## src/rtl/archive_magic_classifier_macros.svh

```systemverilog
// Assertion helpers shared by the classifier RTL.
// Both macros sample on clk_i and are disabled while rst_ni is low.
`ifndef ARCHIVE_MAGIC_CLASSIFIER_MACROS_SVH
`define ARCHIVE_MAGIC_CLASSIFIER_MACROS_SVH
`ifndef SYNTHESIS
// Property must hold at every clock edge.
`define AMC_ASSERT(lbl, prop, msg) \
  lbl: assert property (@(posedge clk_i) disable iff (!rst_ni) (prop)) \
    else $error(msg);
// Condition must never be seen at a clock edge.
`define AMC_ASSERT_NEVER(lbl, cond, msg) \
  lbl: assert property (@(posedge clk_i) disable iff (!rst_ni) !(cond)) \
    else $error(msg);
`else
`define AMC_ASSERT(lbl, prop, msg)
`define AMC_ASSERT_NEVER(lbl, cond, msg)
`endif
`endif

```

## src/rtl/amc_pkg.sv

```systemverilog
package amc_pkg;

  localparam int unsigned HEADER_BYTES = 512;
  localparam int unsigned NUM_SIGS     = 16;
  localparam int unsigned PAT_MAX      = 20;
  localparam int unsigned NUM_VOLS     = 3;
  localparam int unsigned VOL_LEN      = 5;

  localparam logic [15:0] POS_LIMIT  = 16'h9006;
  localparam logic [15:0] CK_FIRST   = 16'h0093;
  localparam logic [15:0] CK_LAST    = 16'h009a;
  localparam logic [16:0] SUM_RESET  = 17'd256;
  localparam logic [23:0] TOLERANCE  = 24'h000020;

  // Signature slots
  localparam int unsigned SIG_RAR        = 0;
  localparam int unsigned SIG_PK         = 1;
  localparam int unsigned SIG_SEVEN      = 2;
  localparam int unsigned SIG_USTAR      = 3;
  localparam int unsigned SIG_GZIP       = 4;
  localparam int unsigned SIG_BZIP       = 5;
  localparam int unsigned SIG_XZ         = 6;
  localparam int unsigned SIG_WIM        = 7;
  localparam int unsigned SIG_ZPQ_A      = 8;
  localparam int unsigned SIG_ZPQ_B      = 9;
  localparam int unsigned SIG_VETO_FIRST = 10;

  // Result classes
  localparam logic [3:0] CLASS_RAR   = 4'd0;
  localparam logic [3:0] CLASS_ZIP   = 4'd1;
  localparam logic [3:0] CLASS_SEVEN = 4'd2;
  localparam logic [3:0] CLASS_TAR   = 4'd3;
  localparam logic [3:0] CLASS_GZ    = 4'd4;
  localparam logic [3:0] CLASS_BZ2   = 4'd5;
  localparam logic [3:0] CLASS_XZ    = 4'd6;
  localparam logic [3:0] CLASS_ISO   = 4'd7;
  localparam logic [3:0] CLASS_WIM   = 4'd8;
  localparam logic [3:0] CLASS_ZPAQ  = 4'd9;
  localparam logic [3:0] CLASS_NONE  = 4'd10;

  // First offset of each signature
  localparam logic [15:0] SIG_OFF [NUM_SIGS] = '{
    16'h000, 16'h000, 16'h000, 16'h101, 16'h000, 16'h000, 16'h000, 16'h000,
    16'h000, 16'h000, 16'h01e, 16'h01e, 16'h01e, 16'h01e, 16'h01e, 16'h01e
  };

  // One past the last offset of each signature
  localparam logic [15:0] SIG_END [NUM_SIGS] = '{
    16'h006, 16'h002, 16'h006, 16'h106, 16'h003, 16'h003, 16'h005, 16'h005,
    16'h004, 16'h003, 16'h031, 16'h026, 16'h023, 16'h031, 16'h026, 16'h026
  };

  localparam logic [7:0] SIG_PAT [NUM_SIGS][PAT_MAX] = '{
    // rar
    '{8'h52, 8'h61, 8'h72, 8'h21, 8'h1a, 8'h07, 8'h00, 8'h00, 8'h00, 8'h00,
      8'h00, 8'h00, 8'h00, 8'h00, 8'h00, 8'h00, 8'h00, 8'h00, 8'h00, 8'h00},
    // zip, "PK" only
    '{8'h50, 8'h4b, 8'h00, 8'h00, 8'h00, 8'h00, 8'h00, 8'h00, 8'h00, 8'h00,
      8'h00, 8'h00, 8'h00, 8'h00, 8'h00, 8'h00, 8'h00, 8'h00, 8'h00, 8'h00},
    // 7z
    '{8'h37, 8'h7a, 8'hbc, 8'haf, 8'h27, 8'h1c, 8'h00, 8'h00, 8'h00, 8'h00,
      8'h00, 8'h00, 8'h00, 8'h00, 8'h00, 8'h00, 8'h00, 8'h00, 8'h00, 8'h00},
    // "ustar"
    '{8'h75, 8'h73, 8'h74, 8'h61, 8'h72, 8'h00, 8'h00, 8'h00, 8'h00, 8'h00,
      8'h00, 8'h00, 8'h00, 8'h00, 8'h00, 8'h00, 8'h00, 8'h00, 8'h00, 8'h00},
    // gzip
    '{8'h1f, 8'h8b, 8'h08, 8'h00, 8'h00, 8'h00, 8'h00, 8'h00, 8'h00, 8'h00,
      8'h00, 8'h00, 8'h00, 8'h00, 8'h00, 8'h00, 8'h00, 8'h00, 8'h00, 8'h00},
    // "BZh"
    '{8'h42, 8'h5a, 8'h68, 8'h00, 8'h00, 8'h00, 8'h00, 8'h00, 8'h00, 8'h00,
      8'h00, 8'h00, 8'h00, 8'h00, 8'h00, 8'h00, 8'h00, 8'h00, 8'h00, 8'h00},
    // xz
    '{8'hfd, 8'h37, 8'h7a, 8'h58, 8'h5a, 8'h00, 8'h00, 8'h00, 8'h00, 8'h00,
      8'h00, 8'h00, 8'h00, 8'h00, 8'h00, 8'h00, 8'h00, 8'h00, 8'h00, 8'h00},
    // "MSWIM"
    '{8'h4d, 8'h53, 8'h57, 8'h49, 8'h4d, 8'h00, 8'h00, 8'h00, 8'h00, 8'h00,
      8'h00, 8'h00, 8'h00, 8'h00, 8'h00, 8'h00, 8'h00, 8'h00, 8'h00, 8'h00},
    // "7kSt"
    '{8'h37, 8'h6b, 8'h53, 8'h74, 8'h00, 8'h00, 8'h00, 8'h00, 8'h00, 8'h00,
      8'h00, 8'h00, 8'h00, 8'h00, 8'h00, 8'h00, 8'h00, 8'h00, 8'h00, 8'h00},
    // "zPQ"
    '{8'h7a, 8'h50, 8'h51, 8'h00, 8'h00, 8'h00, 8'h00, 8'h00, 8'h00, 8'h00,
      8'h00, 8'h00, 8'h00, 8'h00, 8'h00, 8'h00, 8'h00, 8'h00, 8'h00, 8'h00},
    // Office part list member name
    '{8'h5b, 8'h43, 8'h6f, 8'h6e, 8'h74, 8'h65, 8'h6e, 8'h74, 8'h5f, 8'h54,
      8'h79, 8'h70, 8'h65, 8'h73, 8'h5d, 8'h2e, 8'h78, 8'h6d, 8'h6c, 8'h00},
    // "docProps"
    '{8'h64, 8'h6f, 8'h63, 8'h50, 8'h72, 8'h6f, 8'h70, 8'h73, 8'h00, 8'h00,
      8'h00, 8'h00, 8'h00, 8'h00, 8'h00, 8'h00, 8'h00, 8'h00, 8'h00, 8'h00},
    // "_rels"
    '{8'h5f, 8'h72, 8'h65, 8'h6c, 8'h73, 8'h00, 8'h00, 8'h00, 8'h00, 8'h00,
      8'h00, 8'h00, 8'h00, 8'h00, 8'h00, 8'h00, 8'h00, 8'h00, 8'h00, 8'h00},
    // "AndroidManifest.xml"
    '{8'h41, 8'h6e, 8'h64, 8'h72, 8'h6f, 8'h69, 8'h64, 8'h4d, 8'h61, 8'h6e,
      8'h69, 8'h66, 8'h65, 8'h73, 8'h74, 8'h2e, 8'h78, 8'h6d, 8'h6c, 8'h00},
    // "META-INF"
    '{8'h4d, 8'h45, 8'h54, 8'h41, 8'h2d, 8'h49, 8'h4e, 8'h46, 8'h00, 8'h00,
      8'h00, 8'h00, 8'h00, 8'h00, 8'h00, 8'h00, 8'h00, 8'h00, 8'h00, 8'h00},
    // "mimetype"
    '{8'h6d, 8'h69, 8'h6d, 8'h65, 8'h74, 8'h79, 8'h70, 8'h65, 8'h00, 8'h00,
      8'h00, 8'h00, 8'h00, 8'h00, 8'h00, 8'h00, 8'h00, 8'h00, 8'h00, 8'h00}
  };

  // CD001 volume id copies
  localparam logic [15:0] VOL_OFF [NUM_VOLS] = '{16'h8001, 16'h8801, 16'h9001};
  localparam logic [15:0] VOL_END [NUM_VOLS] = '{16'h8006, 16'h8806, 16'h9006};
  localparam logic [7:0]  VOL_ID  [VOL_LEN]  = '{8'h43, 8'h44, 8'h30, 8'h30, 8'h31};

  // Per-file scan state
  typedef struct packed {
    logic [15:0] pos;
    logic [15:0] sig_miss;
    logic [2:0]  vol_miss;
    logic [16:0] hdr_sum;
    logic [23:0] octal;
  } scan_state_t;

  localparam scan_state_t SCAN_RESET = '{
    pos: 16'd0, sig_miss: 16'd0, vol_miss: 3'd0, hdr_sum: SUM_RESET, octal: 24'd0
  };

  // Step request from the input stage to the scanner
  typedef struct packed {
    logic       step;
    logic       last;
    logic [7:0] data;
  } scan_ctrl_t;

endpackage

```

## src/rtl/amc_scan.sv

```systemverilog
`include "archive_magic_classifier_macros.svh"

module amc_scan
  import amc_pkg::*;
(
  input  logic        clk_i,
  input  logic        rst_ni,
  input  scan_ctrl_t  ctrl_i,
  output scan_state_t upd_o
);

  scan_state_t state_q, state_d, upd;
  logic [15:0] sig_rel [NUM_SIGS];
  logic [15:0] vol_rel [NUM_VOLS];
  logic [15:0] pos;
  logic [7:0]  b;

  assign pos = state_q.pos;
  assign b   = ctrl_i.data;

  // Offsets relative to each signature start
  always_comb begin
    for (int n = 0; n < NUM_SIGS; n++) begin
      sig_rel[n] = pos - SIG_OFF[n];
    end
    for (int v = 0; v < NUM_VOLS; v++) begin
      vol_rel[v] = pos - VOL_OFF[v];
    end
  end

  // State after taking the current byte
  always_comb begin
    upd = state_q;
    if (pos < POS_LIMIT) begin
      for (int n = 0; n < NUM_SIGS; n++) begin
        if (pos >= SIG_OFF[n] && pos < SIG_END[n] &&
            b != SIG_PAT[n][sig_rel[n][4:0]]) begin
          upd.sig_miss[n] = 1'b1;
        end
      end
      // tar header: checksum field is parsed, everything else summed
      if (pos < 16'(HEADER_BYTES)) begin
        if (pos >= CK_FIRST && pos <= CK_LAST) begin
          if (b >= 8'h30 && b <= 8'h37) begin
            upd.octal = {state_q.octal[20:0], b[2:0]};
          end
        end else begin
          upd.hdr_sum = state_q.hdr_sum + {9'd0, b};
        end
      end
      for (int v = 0; v < NUM_VOLS; v++) begin
        if (pos >= VOL_OFF[v] && pos < VOL_END[v] &&
            b != VOL_ID[vol_rel[v][2:0]]) begin
          upd.vol_miss[v] = 1'b1;
        end
      end
      upd.pos = pos + 16'd1;
    end
  end

  // Clear back to reset once the file's last byte is taken
  always_comb begin
    state_d = state_q;
    if (ctrl_i.step) begin
      state_d = ctrl_i.last ? SCAN_RESET : upd;
    end
  end

  always_ff @(posedge clk_i or negedge rst_ni) begin
    if (!rst_ni) begin
      state_q <= SCAN_RESET;
    end else begin
      state_q <= state_d;
    end
  end

  assign upd_o = upd;

  `AMC_ASSERT(a_clear_after_last, ctrl_i.step && ctrl_i.last |=> state_q.pos == 16'd0, "scan state not cleared after last byte")
  `AMC_ASSERT_NEVER(a_pos_saturates, state_q.pos > POS_LIMIT, "byte position ran past its limit")

endmodule

```

## src/rtl/amc_classify.sv

```systemverilog
module amc_classify
  import amc_pkg::*;
(
  input  scan_state_t st_i,
  output logic [3:0]  file_class_o
);

  logic [NUM_SIGS-1:0] hit;
  logic                vol_hit;
  logic                veto;
  logic                ck_ok;
  logic [23:0]         sum_ext;

  // A signature counts once all its bytes arrived without a mismatch
  always_comb begin
    for (int n = 0; n < NUM_SIGS; n++) begin
      hit[n] = (st_i.pos >= SIG_END[n]) && !st_i.sig_miss[n];
    end
    vol_hit = 1'b0;
    for (int v = 0; v < NUM_VOLS; v++) begin
      if (st_i.pos >= VOL_END[v] && !st_i.vol_miss[v]) begin
        vol_hit = 1'b1;
      end
    end
  end

  assign veto = |hit[NUM_SIGS-1:SIG_VETO_FIRST];

  // tar checksum: exact, or off by the tolerance either way
  assign sum_ext = {7'd0, st_i.hdr_sum};
  assign ck_ok   = (st_i.pos >= 16'(HEADER_BYTES)) &&
                   (sum_ext == st_i.octal ||
                    sum_ext - TOLERANCE == st_i.octal ||
                    sum_ext + TOLERANCE == st_i.octal);

  // Priority order
  always_comb begin
    if (hit[SIG_RAR]) begin
      file_class_o = CLASS_RAR;
    end else if (hit[SIG_PK] && !veto) begin
      file_class_o = CLASS_ZIP;
    end else if (hit[SIG_SEVEN]) begin
      file_class_o = CLASS_SEVEN;
    end else if (hit[SIG_USTAR] || ck_ok) begin
      file_class_o = CLASS_TAR;
    end else if (hit[SIG_GZIP]) begin
      file_class_o = CLASS_GZ;
    end else if (hit[SIG_BZIP]) begin
      file_class_o = CLASS_BZ2;
    end else if (hit[SIG_XZ]) begin
      file_class_o = CLASS_XZ;
    end else if (vol_hit) begin
      file_class_o = CLASS_ISO;
    end else if (hit[SIG_WIM]) begin
      file_class_o = CLASS_WIM;
    end else if (hit[SIG_ZPQ_A] || hit[SIG_ZPQ_B]) begin
      file_class_o = CLASS_ZPAQ;
    end else begin
      file_class_o = CLASS_NONE;
    end
  end

endmodule

```

## src/rtl/archive_magic_classifier.sv

```systemverilog
// Channel | Direction | Handshake              | Payload
// in      | to block  | in_valid_i / in_stall_o   | data_byte_i, last_byte_i
// out     | from block| out_valid_o / out_stall_i | file_class_o, is_archive_o
//
// One byte is taken per cycle while in_stall_o is low; bytes that are not last never wait on the output.
// A result becomes valid once its last byte has moved from the input register
// through scan/classify into the result register.
// Reset clears both valids and the scan state; no clearing pass is needed.
// in_stall_o rises only while a last byte waits in the input register behind
// an untaken result held by out_stall_i.
`include "archive_magic_classifier_macros.svh"

module archive_magic_classifier
  import amc_pkg::*;
(
  input  logic       clk_i,
  input  logic       rst_ni,
  input  logic       in_valid_i,
  output logic       in_stall_o,
  input  logic [7:0] data_byte_i,
  input  logic       last_byte_i,
  output logic       out_valid_o,
  input  logic       out_stall_i,
  output logic [3:0] file_class_o,
  output logic       is_archive_o
);

  logic        in_valid_q, in_valid_d;
  logic [7:0]  in_data_q;
  logic        in_last_q;
  logic        out_valid_q, out_valid_d;
  logic [3:0]  out_class_q;
  logic        in_accept;
  logic        out_free;
  logic        advance;
  scan_ctrl_t  ctrl;
  scan_state_t upd;
  logic [3:0]  class_d;

  // Handshake: a last byte needs a free result slot to move on
  assign out_free   = !out_valid_q || !out_stall_i;
  assign advance    = in_valid_q && (!in_last_q || out_free);
  assign in_stall_o = in_valid_q && !advance;
  assign in_accept  = in_valid_i && !in_stall_o;

  assign in_valid_d  = in_accept || (in_valid_q && !advance);
  assign out_valid_d = (advance && in_last_q) || (out_valid_q && out_stall_i);

  always_ff @(posedge clk_i or negedge rst_ni) begin
    if (!rst_ni) begin
      in_valid_q  <= 1'b0;
      out_valid_q <= 1'b0;
    end else begin
      in_valid_q  <= in_valid_d;
      out_valid_q <= out_valid_d;
    end
  end

  // Input item register
  always_ff @(posedge clk_i) begin
    if (in_accept) begin
      in_data_q <= data_byte_i;
      in_last_q <= last_byte_i;
    end
  end

  assign ctrl = '{step: advance, last: in_last_q, data: in_data_q};

  amc_scan u_scan (
    .clk_i  (clk_i),
    .rst_ni (rst_ni),
    .ctrl_i (ctrl),
    .upd_o  (upd)
  );

  amc_classify u_classify (
    .st_i         (upd),
    .file_class_o (class_d)
  );

  // Result register
  always_ff @(posedge clk_i) begin
    if (advance && in_last_q) begin
      out_class_q <= class_d;
    end
  end

  assign out_valid_o  = out_valid_q;
  assign file_class_o = out_class_q;
  assign is_archive_o = out_class_q != CLASS_NONE;

  `AMC_ASSERT(a_last_makes_result, advance && in_last_q |=> out_valid_q, "last byte advanced without a result")
  `AMC_ASSERT(a_stall_cause, in_stall_o |-> in_last_q && out_valid_q && out_stall_i, "input stalled without a blocked result")
  `AMC_ASSERT_NEVER(a_class_range, out_valid_q && out_class_q > CLASS_NONE, "result class out of range")

endmodule

```

## config.mk

```make
export PLATFORM = sky130hd
export DESIGN_NAME = archive_magic_classifier
export DESIGN_NICKNAME = d
export VERILOG_FILES = /design/src/rtl/amc_pkg.sv /design/src/rtl/amc_scan.sv /design/src/rtl/amc_classify.sv /design/src/rtl/archive_magic_classifier.sv
export VERILOG_INCLUDE_DIRS = /design/src /design/src/rtl
export SDC_FILE = /design/constraint.sdc
export NUM_CORES = 1
export LEC_CHECK = 0
export ABC_AREA = 1
export ABC_CLOCK_PERIOD_IN_PS = 10600
export BUFFER_PORTS_ARGS = -buffer_cell sky130_fd_sc_hd__buf_2
export CAP_MARGIN = 20
export CORE_MARGIN = 3
export CORE_UTILIZATION = 60
export DETAILED_ROUTE_END_ITERATION = 10
export PLACE_DENSITY = 0.74
export SLEW_MARGIN = 40
export SYNTH_ARGS = -nofsm -noshare
export SYNTH_HDL_FRONTEND = slang
export SYNTH_SLANG_ARGS = --single-unit
```

## constraint.sdc

```tcl
create_clock -name clk_i -period 10.6 [get_ports clk_i]
set_clock_uncertainty 0.15 [all_clocks]
set_input_delay 2.12 -clock clk_i [delete_from_list [all_inputs] [get_ports clk_i]]
set_output_delay 2.12 -clock clk_i [all_outputs]
set_load 0.05 [all_outputs]
```

==> metrics <==
post-DR vias/cell roughly 6; fraction of the mapped netlist area in adder cells 3.75%; Post-CTS Resized 0; Pre-antenna DRT Iters 5; simple-gate area share of the yosys netlist 34.7%; cell count after synthesis 1,447; delay-heaviest family, CP buffers and inverters; Worst VDD drop 0.109 mV; number of global-route vias before repair approximately 8,500; ys flop type dfrtp_1; FMAX 202 MHz; largest net degree at the start of global routing between 60 and 70; Final setup viols 0; sequential area share after synthesis 25.4%; Post-synth EDFFs 13; CP max stage cell buf_2; total track usage 33.2%; Setup WS pre-CTS about 5700 ps; max-cap violation count 0; Syn Nets 1,487; Setup TNS 0 ps; setup repair bufs after CTS 0; fin area 9610 um^2; mux share of post-synthesis cell area 0%; sw power ~0.84 mW; initial antenna violation count 0; n_diodes 0; Post-DRT Antenna Nets 0; status complete, no violations; Async S/R FF share, synth a little under nine tenths; Synth top area share 20.9%; main combinational cell family by area after synthesis simple AND/OR/NAND/NOR gates; sequential share of power 25.7%; final worst setup slack roughly 5700 ps; first-pass GRT wire length between 40,000 and 50,000 um; Slew HR 43.0%; Comb power frac 54.4%; syn_area_per_cell 6.37 um^2; number of core rows 44; Vias 9,736; fin crit period 4940 ps; hold path start u_scan.state_q[43]$_DFFE_PN0P_; Compound-Gate Fraction of Synth Area around 17%; Min Hold Slack 354 ps; R2R Path Start u_scan.pos[2]$_DFFE_PN0P_; worst setup path class in2out; post-DP HPWL 20,300 um; Die W between 100 and 150 um; cell taking the most area after synthesis dfrtp_1; Final Max Slew Viols 0; core region area 14,800 um^2; Layout area overhead 4.23%; routed length per instance 17.2 um; Post-Route WL 27,700 um; Iter 0 DRT Violations around 1,100; CP max FO 3; Critical Path RT 8330 ps; gpl congestion 0.993; CTS Hold Bufs 0; Die Y between 100 and 150 um; synthesis warning total 0; min-delay worst type reg2reg; Int Power between 0.8 and 0.9 mW; CTS HTree Levels 3; # IOs 20; RSZ-0062 raised after global routing no; Crit path top cell by count buf_2; # fillers 1,441; clk sinks 91; largest cells by area after synthesis dfrtp_1, nand2_1, xor2_1; Worst setup SP type primary input; slowest cell delay on critical path ~260 ps; CP bufs+invs 3; CP Capture Type primary output; Clock transition at path regs 70 ps; Hold Vio Cnt, Final 0; P per Cell Area roughly 180 nW/um^2; total grt overflow 0; root buffer cell clkbuf_16; Netlist cell types 56; Clk pwr share 19.9%; r2r setup slk 5850 ps; CTS tree yes; Worst Setup SP out_stall_i; cell leakage power 4.73 nW; Port Buf Inserts 19; full die area about 17,000 um^2; Nets 1,466; Switching Share about half; xor/xnor cell area share of the yosys netlist 8.83%; Worst-Margin Slew 855 ps; Clock Latency Late Sink 360 ps; Starting Density 62.3%; total placed instance area between 9000 and 10,000 um^2; CTS Buf Count 9; CP cell instances buf_2 -> nand4_1 -> inv_1 -> buf_2; layout cell share with drive strength beyond 1 6.57%; fin crit share 46.6%; Worst EP arrival 2670 ps; DRC viols 0; Longest Clk Path Bufs 2; #FFs+latches synth roughly 90; Synth Cell Area ~9200 um^2
==> cells by family (layout without fill, tap and decap cells) <==
logic type,Yosys count,count (layout)
AO/OA/AOI/OAI,270,270
flip-flops,91,91
AND/OR/NAND/NOR,730,730
XOR/XNOR,93,93
buffers and inverters,236,220
adder cells (fa/ha/maj),27,27
==> path summary, 6_finish.rpt <==
kind,endpoint,cells after the start
setup / recovery,in_stall_o,4
hold / removal,u_scan.state_q[43]$_DFFE_PN0P_,2
setup reg to reg,file_class_o[2]$_SDFFCE_PP0P_,19
hold reg to reg,u_scan.state_q[43]$_DFFE_PN0P_,2
max in group asynchronous,u_scan.state_q[46]$_DFFE_PN0P_,2
min in group asynchronous,u_scan.state_q[26]$_DFFE_PN0P_,1
==> metrics by stage <==
step                      util [%]  power [mW]  cells
final                         64.9        1.73   1615
after global placement        62.7        1.36   1599
after floorplan                  -        1.16   1447
after CTS                     64.9        1.71   1615
after global routing          64.9        1.87   1615
after detailed placement      62.8        1.36   1599
==> sequential cells by signal (all words and copies together), names as in the netlist <==
name	flops
u_scan.state_q	60
in_valid_q	1
in_data_q	8
file_class_o	4
u_scan.pos	16
out_valid_o	1
in_last_q	1
==> worst reg2reg max path: cells and delay by family (launching register included) <==
family | cells | cell delay, ps
AO/OA/AOI/OAI | 3 | 640
flip-flops | 1 | 710
AND/OR/NAND/NOR | 12 | 1950
adder cells (fa/ha/maj) | 1 | 410
buffers and inverters | 2 | 610
XOR/XNOR | 1 | 150
==> Yosys cell counts (2+ instances only) <==
master	number
o41ai_1	2
clkbuf_1	33
nand3_1	88
nor2_4	3
dfrtp_1	77
ha_1	26
o21ai_0	108
inv_1	162
o21bai_1	5
buf_4	4
nand2_4	3
nand2_1	377
buf_1	3
a22oi_1	2
inv_2	16
nor4_1	7
a21oi_1	42
nor2_8	2
o2111ai_1	6
o21a_1	2
o211ai_1	7
edfxtp_1	13
nor2_1	155
xor2_1	77
xnor2_1	16
a21boi_0	2
nand4_1	33
nor3_1	30
clkinv_1	4
nor3b_1	2
a2111oi_0	2
nand3b_1	3
o21ai_1	15
buf_2	7
nor2_2	9
o21ai_2	2
nand2_2	9
a31oi_1	11
o22ai_1	53
buf_6	7
a211oi_1	6
nand3_2	2
==> cell usage in the layout, fill, tap and decap left out, types with 4 or more instances in the layout <==
master     instances
nand4_1           33
xor2_1            77
a31oi_1           11
nor4_1             7
a21oi_1           42
nor2_1           155
a211oi_1           6
dfrtp_1           77
ha_1              26
clkinv_1           4
o21bai_1           5
nand2_2           10
o21ai_1           15
xnor2_1           16
nand2_1          376
inv_2             16
inv_1            161
o21ai_0          108
o2111ai_1          6
nor3_1            30
nand3_1           88
o22ai_1           53
o211ai_1           7
buf_2             18
edfxtp_1          13
nor2_2             9
clkbuf_16          9
==> cell type report <==
class                           count  area, um^2  share of cell area [%]
Sequential cell                    91        2340                    24.4
Clock inverter                      7        85.1                   0.885
Clock buffer                        9         225                    2.34
Timing Repair Buffer               22         124                    1.29
Inverter                          182         686                    7.13
Tap cell                          184         230                    2.40
Multi-Input combinational cell   1120        5920                    61.6
==> routing by layer <==
metal,GRT usage [%],vias up,wire length [um]
li1,-,4747,-
met1,50.4,4488,13000
met2,47.1,443,11400
met3,7.08,58,2580
met4,10.1,0,670
met5,0,-,0
==> power groups by stage <==
stage / sequential (mW) / combinational [mW] / clock (mW)
finish: 0.445 / 0.941 / 0.344
global route: 0.449 / 1.06 / 0.361
CTS: 0.442 / 0.922 / 0.349
detailed placement: 0.448 / 0.914 / 0
global placement: 0.448 / 0.909 / 0
floorplan: 0.436 / 0.722 / 0
Note: power is estimated with default switching activity, not from simulation.
